===== src/rtl/core/uesc_pkg.sv =====
// Shared types, verdict codes and literal tables for the URL endpoint check.
package uesc_pkg;

	typedef enum logic [2:0] {
		VERDICT_HTTPS       = 3'd0,
		VERDICT_LOOPBACK    = 3'd1,
		VERDICT_BAD_BYTE    = 3'd2,
		VERDICT_BAD_SCHEME  = 3'd3,
		VERDICT_REMOTE_HTTP = 3'd4
	} verdict_t;

	localparam logic [3:0] HTTP_LEN  = 4'd7;
	localparam logic [3:0] HTTPS_LEN = 4'd8;
	localparam int         NUM_LOOP  = 3;

	// Literal lengths in the order localhost, 127.0.0.1, [::1].
	localparam logic [3:0] LOOP_LEN [NUM_LOOP] = '{4'd9, 4'd9, 4'd5};

	function automatic logic [7:0] lower_ascii(input logic [7:0] c);
		logic [7:0] r;
		r = c;
		if (c >= "A" && c <= "Z") begin
			r = c + 8'd32;
		end
		return r;
	endfunction

	function automatic logic is_forbidden(input logic [7:0] c);
		return (c < 8'h20) || (c == 8'h7f) || (c == "@") || (c == "\\");
	endfunction

	function automatic logic is_authority_end(input logic [7:0] c);
		return (c == "/") || (c == "?") || (c == "#");
	endfunction

	function automatic logic [7:0] http_char(input logic [3:0] idx);
		logic [7:0] r;
		case (idx)
			4'd0: r = "h";
			4'd1: r = "t";
			4'd2: r = "t";
			4'd3: r = "p";
			4'd4: r = ":";
			4'd5: r = "/";
			4'd6: r = "/";
			default: r = 8'h00;
		endcase
		return r;
	endfunction

	function automatic logic [7:0] https_char(input logic [3:0] idx);
		logic [7:0] r;
		case (idx)
			4'd0: r = "h";
			4'd1: r = "t";
			4'd2: r = "t";
			4'd3: r = "p";
			4'd4: r = "s";
			4'd5: r = ":";
			4'd6: r = "/";
			4'd7: r = "/";
			default: r = 8'h00;
		endcase
		return r;
	endfunction

	function automatic logic [7:0] loop_char(input logic [1:0] k, input logic [3:0] idx);
		logic [7:0] r;
		r = 8'h00;
		case (k)
			2'd0: begin
				case (idx)
					4'd0: r = "l";
					4'd1: r = "o";
					4'd2: r = "c";
					4'd3: r = "a";
					4'd4: r = "l";
					4'd5: r = "h";
					4'd6: r = "o";
					4'd7: r = "s";
					4'd8: r = "t";
					default: r = 8'h00;
				endcase
			end
			2'd1: begin
				case (idx)
					4'd0: r = "1";
					4'd1: r = "2";
					4'd2: r = "7";
					4'd3: r = ".";
					4'd4: r = "0";
					4'd5: r = ".";
					4'd6: r = "0";
					4'd7: r = ".";
					4'd8: r = "1";
					default: r = 8'h00;
				endcase
			end
			2'd2: begin
				case (idx)
					4'd0: r = "[";
					4'd1: r = ":";
					4'd2: r = ":";
					4'd3: r = "1";
					4'd4: r = "]";
					default: r = 8'h00;
				endcase
			end
			default: r = 8'h00;
		endcase
		return r;
	endfunction

endpackage


===== src/rtl/core/url_endpoint_security_check.sv =====
// Top level of the URL endpoint security check.
//
// A URL enters on the input channel one byte per word (url_byte), the final
// byte marked by last_byte. Exactly one result word leaves on the output
// channel for each URL: secure, and a verdict code (0 https, 1 loopback http,
// 2 bad byte, 3 bad scheme, 4 http to a non-loopback host).
// A word is registered at the input, parsed by short flag logic, and the
// verdict is registered at the output: a result shows on out_valid once its
// final byte has left the input register and the output register has loaded.
// Throughput is one byte per cycle unless a final byte stalls, set by the
// single parse stage, updating the prefix, host-match and phase flags per byte.
// Bytes that are not final pass through even while a result waits; a final
// byte stalls in the input register only while the output register is still
// full and out_ready is low, and in_ready then falls.
// Reset clears the parse state to the start of a URL and empties both
// registers; after each final byte the parse state returns there as well.
module url_endpoint_security_check (
	input  logic       clk,
	input  logic       arst_n,
	input  logic       in_valid,
	output logic       in_ready,
	input  logic [7:0] url_byte,
	input  logic       last_byte,
	output logic       out_valid,
	input  logic       out_ready,
	output logic       secure,
	output logic [2:0] verdict
);
	import uesc_pkg::*;

	logic       valid_s1;
	logic [7:0] byte_s1;
	logic       last_s1;
	logic       out_free;
	logic       take;
	verdict_t   verdict_code;

	// Advance a non-final word at once; a final word waits for output room.
	assign take     = valid_s1 && (!last_s1 || out_free);
	assign in_ready = !valid_s1 || take;

	always_ff @(posedge clk or negedge arst_n) begin
		if (!arst_n) begin
			valid_s1 <= 1'b0;
		end else if (in_ready) begin
			valid_s1 <= in_valid;
		end
	end

	always_ff @(posedge clk) begin
		if (in_ready && in_valid) begin
			byte_s1 <= url_byte;
			last_s1 <= last_byte;
		end
	end

	uesc_parser u_parser (
		.clk          (clk),
		.arst_n       (arst_n),
		.take         (take),
		.url_byte     (byte_s1),
		.last_byte    (last_s1),
		.verdict_code (verdict_code)
	);

	uesc_out_reg u_out_reg (
		.clk          (clk),
		.arst_n       (arst_n),
		.load         (take && last_s1),
		.verdict_code (verdict_code),
		.out_ready    (out_ready),
		.free         (out_free),
		.out_valid    (out_valid),
		.secure       (secure),
		.verdict      (verdict)
	);

endmodule


===== src/rtl/core/uesc_parser.sv =====
// Per-word URL parse state and verdict logic.
module uesc_parser (
	input  logic               clk,
	input  logic               arst_n,
	input  logic               take,
	input  logic [7:0]         url_byte,
	input  logic               last_byte,
	output uesc_pkg::verdict_t verdict_code
);
	import uesc_pkg::*;

	typedef enum logic [2:0] {
		PH_SCHEME        = 3'd0,
		PH_HOST          = 3'd1,
		PH_BRACKET       = 3'd2,
		PH_AFTER_BRACKET = 3'd3,
		PH_PORT          = 3'd4,
		PH_PAST          = 3'd5,
		PH_NOT_HTTP      = 3'd6
	} phase_t;

	phase_t     phase_q, phase_n;
	logic [3:0] pos_q, pos_n;
	logic       bad_q, bad_n;
	logic       http_q, http_n;
	logic       https_q, https_n;
	logic [3:0] hlen_q, hlen_n;
	logic [2:0] match_q, match_n;
	logic       bracket_q, bracket_n;
	logic       malformed_q, malformed_n;
	logic [7:0] lc;
	logic       host_take;
	logic       loopback;
	logic       http_ok;
	logic       https_ok;

	function automatic logic [2:0] match_next(input logic [2:0] m, input logic [3:0] len,
		input logic [7:0] c);
		logic [2:0] r;
		r = m;
		for (int k = 0; k < NUM_LOOP; k++) begin
			if (len >= LOOP_LEN[k] || c != loop_char(2'(k), len)) begin
				r[k] = 1'b0;
			end
		end
		return r;
	endfunction

	always_comb begin
		lc          = lower_ascii(url_byte);
		bad_n       = bad_q | is_forbidden(url_byte);
		http_n      = http_q & ~((pos_q < HTTP_LEN) && (lc != http_char(pos_q)));
		https_n     = https_q & ~((pos_q < HTTPS_LEN) && (lc != https_char(pos_q)));
		phase_n     = phase_q;
		bracket_n   = bracket_q;
		malformed_n = malformed_q;
		host_take   = 1'b0;

		if (phase_q == PH_SCHEME && pos_q == HTTP_LEN) begin
			phase_n = http_n ? PH_HOST : PH_NOT_HTTP;
		end

		case (phase_n)
			PH_HOST: begin
				if (is_authority_end(url_byte)) begin
					phase_n = PH_PAST;
				end else if (url_byte == ":" && !bracket_q) begin
					phase_n = PH_PORT;
				end else begin
					if (hlen_q == 4'd0 && url_byte == "[") begin
						bracket_n = 1'b1;
						phase_n   = PH_BRACKET;
					end
					host_take = 1'b1;
				end
			end
			PH_BRACKET: begin
				if (is_authority_end(url_byte)) begin
					malformed_n = 1'b1;
					phase_n     = PH_PAST;
				end else begin
					host_take = 1'b1;
					if (url_byte == "]") begin
						phase_n = PH_AFTER_BRACKET;
					end
				end
			end
			PH_AFTER_BRACKET: begin
				if (url_byte == ":") begin
					phase_n = PH_PORT;
				end else if (is_authority_end(url_byte)) begin
					phase_n = PH_PAST;
				end else begin
					malformed_n = 1'b1;
					phase_n     = PH_PAST;
				end
			end
			PH_PORT: begin
				if (is_authority_end(url_byte)) begin
					phase_n = PH_PAST;
				end
			end
			default: begin
			end
		endcase

		match_n = host_take ? match_next(match_q, hlen_q, lc) : match_q;
		hlen_n  = (host_take && hlen_q != 4'hf) ? hlen_q + 4'd1 : hlen_q;
		pos_n   = (pos_q != 4'hf) ? pos_q + 4'd1 : pos_q;

		loopback = 1'b0;
		for (int k = 0; k < NUM_LOOP; k++) begin
			if (match_n[k] && hlen_n == LOOP_LEN[k]) begin
				loopback = 1'b1;
			end
		end
		if (malformed_n || phase_n == PH_BRACKET) begin
			loopback = 1'b0;
		end

		http_ok  = http_n && (pos_n >= HTTP_LEN);
		https_ok = https_n && (pos_n >= HTTPS_LEN);

		if (bad_n) begin
			verdict_code = VERDICT_BAD_BYTE;
		end else if (http_ok && loopback) begin
			verdict_code = VERDICT_LOOPBACK;
		end else if (https_ok) begin
			verdict_code = VERDICT_HTTPS;
		end else if (http_ok) begin
			verdict_code = VERDICT_REMOTE_HTTP;
		end else begin
			verdict_code = VERDICT_BAD_SCHEME;
		end
	end

	// Return to the start state after the final word of each URL.
	always_ff @(posedge clk or negedge arst_n) begin
		if (!arst_n) begin
			phase_q     <= PH_SCHEME;
			pos_q       <= 4'd0;
			bad_q       <= 1'b0;
			http_q      <= 1'b1;
			https_q     <= 1'b1;
			hlen_q      <= 4'd0;
			match_q     <= 3'b111;
			bracket_q   <= 1'b0;
			malformed_q <= 1'b0;
		end else if (take) begin
			if (last_byte) begin
				phase_q     <= PH_SCHEME;
				pos_q       <= 4'd0;
				bad_q       <= 1'b0;
				http_q      <= 1'b1;
				https_q     <= 1'b1;
				hlen_q      <= 4'd0;
				match_q     <= 3'b111;
				bracket_q   <= 1'b0;
				malformed_q <= 1'b0;
			end else begin
				phase_q     <= phase_n;
				pos_q       <= pos_n;
				bad_q       <= bad_n;
				http_q      <= http_n;
				https_q     <= https_n;
				hlen_q      <= hlen_n;
				match_q     <= match_n;
				bracket_q   <= bracket_n;
				malformed_q <= malformed_n;
			end
		end
	end

endmodule


===== src/rtl/core/uesc_out_reg.sv =====
// Result register holding one verdict until the receiver takes it.
module uesc_out_reg (
	input  logic               clk,
	input  logic               arst_n,
	input  logic               load,
	input  uesc_pkg::verdict_t verdict_code,
	input  logic               out_ready,
	output logic               free,
	output logic               out_valid,
	output logic               secure,
	output logic [2:0]         verdict
);
	import uesc_pkg::*;

	logic       valid_q;
	logic       secure_q;
	logic [2:0] verdict_q;

	assign free = !valid_q || out_ready;

	always_ff @(posedge clk or negedge arst_n) begin
		if (!arst_n) begin
			valid_q <= 1'b0;
		end else if (free) begin
			valid_q <= load;
		end
	end

	always_ff @(posedge clk) begin
		if (free && load) begin
			secure_q  <= (verdict_code == VERDICT_HTTPS) || (verdict_code == VERDICT_LOOPBACK);
			verdict_q <= verdict_code;
		end
	end

	assign out_valid = valid_q;
	assign secure    = secure_q;
	assign verdict   = verdict_q;

endmodule


===== config.mk =====
export PLATFORM = sky130hd
export DESIGN_NAME = url_endpoint_security_check
export DESIGN_NICKNAME = d
export VERILOG_FILES = /design/src/rtl/core/uesc_pkg.sv /design/src/rtl/core/url_endpoint_security_check.sv /design/src/rtl/core/uesc_parser.sv /design/src/rtl/core/uesc_out_reg.sv
export SDC_FILE = /design/constraint.sdc
export NUM_CORES = 1
export LEC_CHECK = 0
export BUFFER_PORTS_ARGS = -buffer_cell sky130_fd_sc_hd__buf_2
export CAP_MARGIN = 0
export CELL_PAD_IN_SITES_DETAIL_PLACEMENT = 0
export CELL_PAD_IN_SITES_GLOBAL_PLACEMENT = 1
export CORE_ASPECT_RATIO = 0.75
export CORE_MARGIN = 2
export CORE_UTILIZATION = 48
export CTS_BUF_LIST = sky130_fd_sc_hd__clkbuf_4 sky130_fd_sc_hd__clkbuf_8
export DETAILED_ROUTE_END_ITERATION = 10
export MAX_ROUTING_LAYER = met4
export PLACE_DENSITY = 0.93
export SETUP_SLACK_MARGIN = 0.4
export SLEW_MARGIN = 15
export SYNTH_ARGS = -nofsm -noshare
export SYNTH_HDL_FRONTEND = slang
export SYNTH_SLANG_ARGS = --single-unit

===== constraint.sdc =====
create_clock -name clk -period 3.73 [get_ports clk]
set_input_delay 0.373 -clock clk [delete_from_list [all_inputs] [get_ports clk]]
set_output_delay 0.373 -clock clk [all_outputs]
set_load 0.005 [all_outputs]

==> out/metrics.csv, run 1 <==
stage,metric,value,unit
run_status,status,completed,
place,port_buffers,18,
clock_network,clk_latency,0.30,ns
pwr,p_comb_share,21.4,%
clock_network,cts_hold_buf,0,
logic_synthesis,ys_warn_count,0,
detailed_routing,drt_pre_antenna_iters,5,
final_layout,drive_gt1_share,14.7,%
pwr,p_switching,333,uW
job,cap_violations,0,
detailed_routing,wl_met3,543,um
floorplanning,rows,24,
detailed_routing,wl_met2,3.44,mm
pwr,power.leakage,1.28,nW
logic_synthesis,ys.flop_type,dfrtp_1,
detailed_routing,highest_layer,met4,
worst_setup_path,critical_path.slowest_cell,edfxtp_1,
global_route,antenna_found_initial,0,
timing,period_share,83.2,%
floorplanning,fp.dieW,95.5,um
timing,grt_setup_unrepaired,false,
logic_synthesis,synthArstFlopShare,61.8,%
pwr,switching_share,29.8,%
floorplanning,start_util,50.7,%
worst_setup_path,path_depth,7,
logic_synthesis,ys_seq_area_share,30.6,%
worst_setup_path,critPathRequiredTime,3.78,ns
global_route,grt.total_usage,24.5,%
worst_setup_path,critPathMaxStageDelay,0.63,ns
final_layout,fin_nets,391,
global_route,overflow,0,
worst_setup_path,cp_max_fo,15,
timing,maxSlewHeadroom,49.4,%
detailed_routing,drtIter0Drc,262,
final_layout,fillers,562,
clock_network,h-tree-depth,2,
final_layout,syn2layout_area_growth,9.13,%
worst_setup_path,arrival,3.15,ns
detailed_routing,wl_per_cell,17.6,um
logic_synthesis,ys_ff_latch,34,
floorplanning,coreArea,5950,sq um
final_layout,diodes,0,
clock_network,post_cts_buffers,0,
detailed_routing,viasPerCell,6.39,
pwr,internal-power,785,uW
global_route,grt_pass1_wl,13.0,mm
floorplanning,die_area,6940,sq um
worst_setup_path,start_kind,flop,
timing,worstMarginPinSlew,0.754,ns
place,gp_congestion,0.959,
place,hpwl,5.79,mm
logic_synthesis,synth_fp_nets,383,
logic_synthesis,avgSynthCellArea,8.42,sq um
floorplanning,io_pins,19,
timing,maxSlewViolCount,0,
global_route,grt_pass1_vias,2578,
pwr,ir_worst_vdd,218,uV
logic_synthesis,syn_area,3020,sq um
floorplanning,die_h,72.6,um
timing,clock_skew,0.0115,ns
worst_setup_path,crit_chain,or3_1 > a2111oi_4 > nor3_1 > a31o_2 > a311oi_1 > o21ai_1 > nor3b_1,
final_layout,post-route-cell-area,3290,sq um
detailed_routing,drc,0,
worst_setup_path,reg2reg_depth,7,
worst_setup_path,crit_buf_inv,0,
worst_setup_path,endpoint_kind,flop,
logic_synthesis,synth_edf_count,13,
place,post_dp_cell_area,3140,sq um
clock_network,cts.clk_slew.worst_paths,0.08,ns
clock_network,cts_resized,0,
timing,fmax,0.322,GHz
logic_synthesis,yosysUniqueCellTypes,73,
clock_network,cts.path.max_buffers,2,
detailed_routing,vias,2843,
detailed_routing,met1Wirelength,3.80,mm
pwr,clkPwrFrac,37.8,%
clock_network,cts_root_buf,clkbuf_8,
timing,setup-violations-final,0,
worst_setup_path,critPathKind,flop to flop,
detailed_routing,ant_nets,0,
timing,timing.final.crit_period,3.10,ns
timing,hold_violations,0,
global_route,grt_max_degree,28,
pwr,p_per_area,340,nW/um^2
clock_network,cts_buffers,5,
hold_path,holdCritPathClass,primary input to async pin,
worst_setup_path,critPathTopFamily,compound AO/OA/AOI/OAI gates,
clock_network,numClockSinks,34,
clock_network,cts_tree,done,
pwr,p_seq_share,40.8,%
detailed_routing,wirelength,7.83,mm
logic_synthesis,synth_cells,358,
timing,setup-tns-final,0,ns
-- per-layer routing --
metal / vias up / global-route usage [%]
li1: 1367 / -
met1: 1358 / 36.8
met2: 107 / 35.1
met3: 11 / 4.44
met4: 0 / 3.65
met5: - / -
-- state kept, by name, indices dropped and copies added, names as in the netlist --
name and count:
byte_s1 8, last_s1 1, u_out_reg.out_valid 1, u_out_reg.secure 1
u_out_reg.verdict 3, u_parser.bad_q 1, u_parser.bracket_q 1, u_parser.hlen_q 4
u_parser.http_q 1, u_parser.https_q 1, u_parser.malformed_q 1, u_parser.match_q 3
u_parser.phase_q 3, u_parser.pos_q 4, valid_s1 1
-- final cells by class --
type / count / area (sq um) / share of cell area (%)
Clock buffer: 5 / 68.8 / 2.09
Clock inverter: 3 / 68.8 / 2.09
Inverter: 14 / 52.6 / 1.60
Multi-Input combinational cell: 288 / 1950 / 59.3
Sequential cell: 34 / 923 / 28.1
Tap cell: 78 / 97.6 / 2.97
Timing Repair Buffer: 23 / 128 / 3.88
-- worst register-to-register path: stages (launching register included) --
cell and delay [ns]:
edfxtp_1 0.63, or3_1 0.51, a2111oi_4 0.58, nor3_1 0.29, a31o_2 0.30, a311oi_1 0.23, o21ai_1 0.17, nor3b_1 0.17
-- through the flow --
stage          std cells  total power [mW]  hold WS [ns]  setup WS (ns)  utilization [%]
6_report             445              1.12        0.0370          0.627             55.3
5_1_grt              445              1.16        0.0643          0.429             55.3
4_1_cts              445              1.11        0.0535          0.518             55.2
3_5_place_dp         437             0.696         0.371          0.517             52.9
3_3_place_gp         437             0.693         0.366          0.502             52.9
2_1_floorplan        358             0.634        0.0774          0.947                -
-- cells by family after synthesis --
family / Yosys count / synth area share (%)
AND/OR/NAND/NOR: 151 / 28.1
AO/OA/AOI/OAI: 103 / 24.8
buffers and inverters: 36 / 4.94
flip-flops: 34 / 30.6
XOR/XNOR: 18 / 5.23
adder cells (fa/ha/maj): 12 / 4.98
multiplexers: 4 / 1.37
-- synth_stat cells, types with 2 or more instances --
| library cell | number | area share (%) |
|---|---|---|
| or3_1 | 7 | 1.5 |
| a211o_1 | 4 | 1.2 |
| ha_1 | 12 | 5.0 |
| xor2_1 | 7 | 2.0 |
| nand2_1 | 36 | 4.5 |
| o31ai_1 | 4 | 1.0 |
| o22ai_1 | 4 | 0.83 |
| a21oi_1 | 18 | 3.0 |
| or2_2 | 2 | 0.41 |
| nor4_1 | 9 | 1.9 |
| dfstp_2 | 5 | 4.4 |
| mux2i_1 | 3 | 1.0 |
| inv_1 | 14 | 1.7 |
| and2_1 | 3 | 0.62 |
| and3_1 | 7 | 1.5 |
| a31oi_1 | 2 | 0.41 |
| o21ba_2 | 2 | 0.66 |
| buf_2 | 5 | 0.83 |
| nor3b_1 | 5 | 1.2 |
| o21ai_0 | 30 | 5.0 |
| a311oi_1 | 4 | 1.2 |
| nand4_1 | 5 | 1.0 |
| and3b_1 | 2 | 0.58 |
| o21ai_1 | 2 | 0.33 |
| a32oi_1 | 2 | 0.58 |
| nand3b_1 | 3 | 0.75 |
| nand4b_1 | 3 | 0.87 |
| nand3_1 | 10 | 1.7 |
| nor3_1 | 13 | 2.2 |
| a21o_1 | 2 | 0.50 |
| xnor2_1 | 11 | 3.2 |
| clkbuf_1 | 15 | 1.9 |
| nor2b_1 | 7 | 1.5 |
| nor2_1 | 16 | 2.0 |
| and4_1 | 2 | 0.58 |
| nand2b_1 | 14 | 2.9 |
| edfxtp_1 | 13 | 13 |
| dfrtp_1 | 16 | 13 |
| a41o_1 | 3 | 1.0 |
| a32o_1 | 3 | 1.0 |
-- power by group through the flow --
| stage | Sequential, mW | Combinational (mW) | Clock, mW |
|---|---|---|---|
| after floorplan | 0.440 | 0.194 | 0 |
| after global placement | 0.461 | 0.232 | 0 |
| after detailed placement | 0.462 | 0.234 | 0 |
| after CTS | 0.454 | 0.237 | 0.421 |
| after global routing | 0.460 | 0.267 | 0.437 |
| final | 0.456 | 0.239 | 0.422 |
-- final timing paths --
path / from / end / slack, ns
worst max-delay path: byte_s1[2] / u_out_reg.verdict[2] / 0.63
worst min register to register: u_parser.https_q / u_parser.https_q / 0.50
max in group asynchronous: arst_n / u_parser.hlen_q[0] / 3.31
min in group clk: last_byte / last_s1 / 0.25
worst min-delay path: arst_n / u_parser.hlen_q[2] / 0.04
worst max register to register: byte_s1[2] / u_out_reg.verdict[2] / 0.63
-- layout by cell type (no fill, tap or decap), types with 12 or more instances in the layout --
cell type	synthesis	layout
a21oi_1	18	18
inv_1	14	14
nor2_1	16	16
o21ai_0	30	30
edfxtp_1	13	13
nor3_1	13	12
dfrtp_1	16	15
nand2_1	36	36
buf_2	5	18
nand2b_1	14	14
No activity file was read; power rests on OpenSTA's default activity.
==> run 2: changes to the inputs <==
--- a/config.mk
+++ b/config.mk
@@ -11,11 +11,11 @@
 export CELL_PAD_IN_SITES_GLOBAL_PLACEMENT = 1
 export CORE_ASPECT_RATIO = 0.75
 export CORE_MARGIN = 2
-export CORE_UTILIZATION = 48
+export CORE_UTILIZATION = 44
 export CTS_BUF_LIST = sky130_fd_sc_hd__clkbuf_4 sky130_fd_sc_hd__clkbuf_8
 export DETAILED_ROUTE_END_ITERATION = 10
 export MAX_ROUTING_LAYER = met4
-export PLACE_DENSITY = 0.93
+export PLACE_DENSITY = 0.9
 export SETUP_SLACK_MARGIN = 0.4
 export SLEW_MARGIN = 15
 export SYNTH_ARGS = -nofsm -noshare
==> constraint.sdc (replaced) <==
create_clock -name clk -period 2.77 [get_ports clk]
set_input_delay 0.277 -clock clk [delete_from_list [all_inputs] [get_ports clk]]
set_output_delay 0.277 -clock clk [all_outputs]
set_load 0.005 [all_outputs]
==> run 2 against run 1 <==
Non-clock buffer count rose by 62. Core utilization rose by 4.5 points. Register-to-register slack got worse by 0.56 ns. Sequential share of layout area fell by 5.1 points. Clock skew fell by 0.0060 ns. Critical path depth rose by 1. Die area rose by 8.6%. Critical path type unchanged. Combinational power rose by 89%. Global-route usage fell by 0.40 points. Count of clock-buffer cells in the layout did not move. Cell count rose by 15%. Sequential power rose by 31%.
==> out/metrics.csv, run 2 (synthesis gave the netlist of run 1 again) <==
stage,metric,value,unit
final_layout,stdcell_count,513,
hold_path,min_path_cells,1,
final_layout,diodes,0,
final_layout,fillers,562,
floorplanning,start_util,44.8,%
final_layout,syn2layout_area_growth,33.7,%
clock_network,cts.clk_slew.worst_paths,0.08,ns
detailed_routing,viasPerCell,6.06,
timing,period_share,97.6,%
timing,grt_setup_unrepaired,true,
pwr,p_seq_share,39.4,%
worst_setup_path,start_kind,flop,
clock_network,numClockSinks,34,
pwr,power.leakage,1.63,nW
final_layout,seq_area,925,sq um
detailed_routing,wirelength,8.89,mm
final_layout,layout_commonest_cell,buf_4,
worst_setup_path,critPathRequiredTime,2.82,ns
place,hpwl,6.31,mm
worst_setup_path,critPathKind,flop to flop,
clock_network,cts_buffers,5,
worst_setup_path,reg2reg_from,byte_s1[7],
clock_network,cts_root_buf,clkbuf_8,
pwr,p_total,1.51,mW
place,port_buffers,18,
pwr,ir_worst_vdd,387,uV
timing,maxSlewHeadroom,53.7,%
pwr,p_per_area,376,nW/um^2
run_status,status,completed,
pwr,p_switching,480,uW
timing,setup-tns-final,0,ns
final_layout,largest_reg_flops,8,
final_layout,multi_input_area,2210,sq um
timing,clock_skew,0.00550,ns
clock_network,h-tree-depth,2,
pwr,p_comb_share,29.9,%
global_route,grt_pass1_vias,2740,
pwr,clkPwrFrac,30.7,%
place,dp_slack,-0.0602,ns
place,dp_cells,479,
final_layout,top_regs,"byte_s1 x8, u_parser.hlen_q x4, u_parser.pos_q x4",
clock_network,cts.path.max_buffers,2,
floorplanning,die_area,7540,sq um
worst_setup_path,endpoint_kind,flop,
pwr,switching_share,31.7,%
detailed_routing,ant_nets,0,
final_layout,final_cell_mix,"buf_4 (58), nand2_1 (36), o21ai_0 (24)",
floorplanning,die_h,75.7,um
final_layout,top_register,byte_s1,
global_route,overflow,0,
timing,maxSlewViolCount,0,
detailed_routing,wl_per_cell,17.3,um
timing,timing.final.crit_period,2.70,ns
timing,hold_violations,0,
worst_setup_path,crit_path_start,byte_s1[7],
worst_setup_path,reg2reg_depth,8,
job,cap_violations,0,
final_layout,final_core_util,59.8,%
global_route,grt_max_degree,22,
detailed_routing,drt_pre_antenna_iters,5,
detailed_routing,drc,0,
place,gp_congestion,0.952,
timing,fmax,0.370,GHz
floorplanning,rows,26,
timing,worstMarginPinSlew,0.690,ns
detailed_routing,drtIter0Drc,232,
global_route,grt_pass1_wl,13.8,mm
final_layout,fin_nets,453,
hold_path,holdCritPathClass,primary input to flop,
floorplanning,coreArea,6730,sq um
floorplanning,io_pins,19,
clock_network,clk_latency,0.29,ns
clock_network,cts_tree,done,
detailed_routing,vias,3110,
pwr,internal-power,1.03,mW
timing,fin_ws,0.0656,ns
global_route,grt.total_usage,24.1,%
floorplanning,fp.dieW,99.6,um
global_route,antenna_found_initial,0,
final_layout,drive_gt1_share,35.0,%
hold_path,min_from,url_byte[0],
worst_setup_path,cp_max_fo,4,
worst_setup_path,arrival,2.75,ns
timing,setup-violations-final,0,
-- run 2: cell count changes in the layout (fill, tap and decap cells not counted), sizes merged --
| cell | change |
|---|---|
| buf | +61 |
| dlygate4sd3 | +1 |
| clkinvlp | +2 |
| clkinv | -1 |
| bufinv | -1 |
-- run 2: area by class of cell --
type                    instances  area share, %
flip-flops and latches         34           22.9
clock buffers                   5           1.71
well taps                      84           2.61
clock inverters                 3           1.12
repair buffers                 85           15.5
inverters                      14           1.30
multi-input cells             288           54.8
-- run 2: worst paths after layout --
kind                                   endpoint  slack, ns
setup / recovery           u_out_reg.verdict[2]       0.07
hold / removal                       byte_s1[0]       0.16
setup reg to reg           u_out_reg.verdict[2]       0.07
hold reg to reg                u_parser.https_q       0.48
max in group asynchronous     u_parser.pos_q[1]       1.91
min in group asynchronous    u_parser.hlen_q[1]       0.48
-- run 2: worst max-delay path: stages, from the launching register on --
cell      delay (ns)
edfxtp_1        0.43
or4b_4          0.58
or2_4           0.26
o221ai_4        0.25
a211oi_4        0.11
o32a_1          0.33
a311oi_2        0.21
o21ai_2         0.12
nor3b_2         0.16
-- run 2: timing repair --
| item | in CTS | in global routing |
|---|---|---|
| cloned | 0 | 0 |
| setup buffers | 12 | 13 |
| hold endpoints to repair | 16 | 0 |
| pin swaps | 14 | 16 |
| hold buffers | 1 | 0 |
| setup endpoints to repair | 4 | 10 |
| resized for setup | 22 | 37 |
-- run 2: power groups by stage --
stage                     Combinational [mW]  Clock [mW]  Sequential, mW
after floorplan                        0.266           0           0.593
after global placement                 0.368           0           0.602
after detailed placement               0.371           0           0.604
after CTS                              0.398       0.472           0.594
after global routing                   0.492       0.491           0.601
final                                  0.452       0.465           0.597
-- run 2: per-layer routing --
metal / part of all wire, % / vias to the layer above / global-route usage, %
met3: 6.1 / 12 / 4.86
met2: 47 / 123 / 36.6
met5: 0 / - / -
met4: 0.60 / 0 / 3.35
met1: 46 / 1484 / 34.2
li1: - / 1491 / -
-- run 2: per-stage QoR --
stage | hold slack [ns] | cell area, sq um
3_3_place_gp | 0.278 | 3450
4_1_cts | 0.154 | 3760
5_1_grt | 0.147 | 4030
2_1_floorplan | -0.0186 | 3060
3_5_place_dp | 0.274 | 3450
6_report | 0.160 | 4030
==> run 3: changes to the inputs <==
--- a/config.mk
+++ b/config.mk
@@ -6,7 +6,6 @@
 export NUM_CORES = 1
 export LEC_CHECK = 0
 export BUFFER_PORTS_ARGS = -buffer_cell sky130_fd_sc_hd__buf_2
-export CAP_MARGIN = 0
 export CELL_PAD_IN_SITES_DETAIL_PLACEMENT = 0
 export CELL_PAD_IN_SITES_GLOBAL_PLACEMENT = 1
 export CORE_ASPECT_RATIO = 0.75
@@ -15,7 +14,7 @@
 export CTS_BUF_LIST = sky130_fd_sc_hd__clkbuf_4 sky130_fd_sc_hd__clkbuf_8
 export DETAILED_ROUTE_END_ITERATION = 10
 export MAX_ROUTING_LAYER = met4
-export PLACE_DENSITY = 0.9
+export PLACE_DENSITY = 0.85
 export SETUP_SLACK_MARGIN = 0.4
 export SLEW_MARGIN = 15
 export SYNTH_ARGS = -nofsm -noshare
==> constraint.sdc (replaced) <==
create_clock -name clk -period 2.77 [get_ports clk]
set_input_delay 0.554 -clock clk [delete_from_list [all_inputs] [get_ports clk]]
set_output_delay 0.554 -clock clk [all_outputs]
set_load 0.005 [all_outputs]
==> run 3 against run 2 <==
Sequential power is essentially flat. Critical path depth increased by 3. Maximum frequency fell by 1.5%. Register-to-register slack got worse by 0.04 ns. Core utilization increased by 0.22 points. Highest routed layer unchanged. Sequential cell count unchanged. Largest power group unchanged. Hold slack improved by 0.053 ns. Sequential share of layout area down 0.085 points. Critical endpoint unchanged. Clock power rose by 23%. Largest cell class unchanged.
==> out/metrics.csv, run 3 (synthesis gave the netlist of run 1 again) <==
stage,metric,value,unit
final_layout,syn2layout_area_growth,34.1,%
place,hpwl,6.70,mm
final_layout,largest_reg_flops,8,
timing,timing.final.crit_period,2.75,ns
hold_path,holdCritPathClass,primary input to async pin,
timing,maxSlewHeadroom,44.1,%
timing,setup-violations-final,0,
clock_network,h-tree-depth,2,
worst_setup_path,critPathTopFamily,simple AND/OR/NAND/NOR gates,
clock_network,clk_latency,0.30,ns
final_layout,fillers,591,
pwr,ir_worst_vdd,375,uV
detailed_routing,viasPerCell,6.15,
worst_setup_path,reg2reg_from,byte_s1[1],
final_layout,diodes,0,
worst_setup_path,critical_path.slowest_cell,edfxtp_1,
floorplanning,die_h,75.7,um
global_route,grt.total_usage,25.8,%
floorplanning,io_pins,19,
timing,worstMarginPinSlew,0.833,ns
timing,hold_violations,0,
timing,grt_setup_unrepaired,true,
pwr,p_per_area,405,nW/um^2
detailed_routing,ant_nets,0,
worst_setup_path,critPathKind,flop to flop,
worst_setup_path,regToRegEndpoint,u_out_reg.verdict[2],
place,port_buffers,18,
clock_network,cts_buffers,5,
floorplanning,fp.dieW,99.6,um
floorplanning,coreArea,6730,sq um
worst_setup_path,cp_max_fo,5,
clock_network,cts.path.max_buffers,2,
worst_setup_path,rrSetupSlack,0.02,ns
worst_setup_path,endpoint_kind,flop,
worst_setup_path,start_kind,flop,
final_layout,layout_commonest_cell,buf_4,
timing,holdWs,0.213,ns
clock_network,cts_hold_buf,0,
clock_network,cts.clk_slew.worst_paths,0.08,ns
worst_setup_path,crit_chain,buf_4 > nand4b_4 > buf_4 > or2_4 > o221ai_4 > buf_6 > nand2b_1 > nand3_2 > a311oi_2 > o21ai_2 > nor3b_2,
global_route,grt_max_degree,22,
timing,fmax,0.364,GHz
worst_setup_path,arrival,2.81,ns
timing,period_share,99.2,%
job,cap_violations,0,
global_route,grt_pass1_wl,14.5,mm
floorplanning,die_area,7540,sq um
timing,clock_skew,0.00449,ns
run_status,status,completed,
detailed_routing,drc,0,
detailed_routing,vias,3131,
clock_network,numClockSinks,34,
clock_network,cts_tree,done,
global_route,grt_pass1_vias,2873,
clock_network,cts_root_buf,clkbuf_8,
place,gp_congestion,0.968,
worst_setup_path,critPathRequiredTime,2.83,ns
pwr,power.leakage,1.63,nW
worst_setup_path,crit_buf_inv,3,
final_layout,post-route-cell-area,4050,sq um
worst_setup_path,critPathMaxStageDelay,0.48,ns
detailed_routing,drt_pre_antenna_iters,5,
global_route,overflow,0,
final_layout,fin_nets,449,
place,post_dp_cell_area,3480,sq um
detailed_routing,wl_per_cell,18.6,um
detailed_routing,drtIter0Drc,218,
final_layout,top_regs,"byte_s1 x8, u_parser.hlen_q x4, u_parser.pos_q x4",
detailed_routing,wirelength,9.47,mm
final_layout,drive_gt1_share,35.1,%
final_layout,top_register,byte_s1,
floorplanning,start_util,44.8,%
worst_setup_path,crit_path_frequent_cell,buf_4,
worst_setup_path,reg2reg_depth,11,
timing,maxSlewViolCount,0,
global_route,antenna_found_initial,0,
floorplanning,rows,26,
worst_setup_path,path_depth,11,
final_layout,final_cell_mix,"buf_4 (54), nand2_1 (35), o21ai_0 (24)",
## run 3: cell count changes in the layout (fill, tap and decap cells not counted), moves of 2 or more
| cell | before | now |
|---|---|---|
| buf_4 | 58 | 54 |
| ha_4 | 1 | 4 |
| clkinvlp_4 | 2 | 0 |
| ha_1 | 9 | 7 |
## run 3: through the flow
step                std cells  utilization, %  setup TNS (ns)  worst slack, ns  power (mW)
finish                    509            60.1               0           0.0232        1.64
global route              509            60.1          -0.162          -0.0946        1.71
CTS                       499            56.5               0            0.119        1.58
detailed placement        483            51.7        -0.00611         -0.00611       0.986
global placement          483            51.7               0           0.0394       0.974
floorplan                 358               -               0            0.161       0.859
## run 3: layout make-up
type                    count  area (sq um)  area share (%)
clock buffers               5          68.8            1.70
well taps                  84           105            2.60
multi-input cells         288          2230            55.1
clock inverters             3          68.8            1.70
flip-flops and latches     34           925            22.9
repair buffers             81           597            14.8
inverters                  14          52.6            1.30
## run 3: worst max-delay path by stage
stage | slack [ns] | endpoint | startpoint
final | 0.02 | u_out_reg.verdict[2] | byte_s1[1]
after global routing | -0.09 | u_out_reg.verdict[2] | byte_s1[1]
after CTS | 0.12 | u_out_reg.verdict[2] | byte_s1[0]
after detailed placement | -0.006 | u_out_reg.secure | u_parser.hlen_q[1]
after global placement | 0.04 | u_out_reg.verdict[2] | byte_s1[7]
after floorplan | 0.16 | u_out_reg.verdict[2] | byte_s1[6]
## run 3: report_power, final
| part | total, mW | internal (mW) | switching (mW) |
|---|---|---|---|
| logic | 0.471 | 0.215 | 0.256 |
| clock network | 0.570 | 0.361 | 0.209 |
| registers | 0.597 | 0.560 | 0.0376 |
## run 3: repair_timing
action                                  CTS  global route
pin swaps                                13            18
buffers inserted                          8            10
resized for setup                        29            33
endpoints found under the setup margin    5             9
## run 3: metal layers
metal	up-vias	global-route usage (%)	share of wire [%]
li1	1471	-	-
met1	1508	35.4	45
met2	135	40.3	47
met3	17	4.31	6.6
met4	0	6.70	1.2
met5	-	-	0
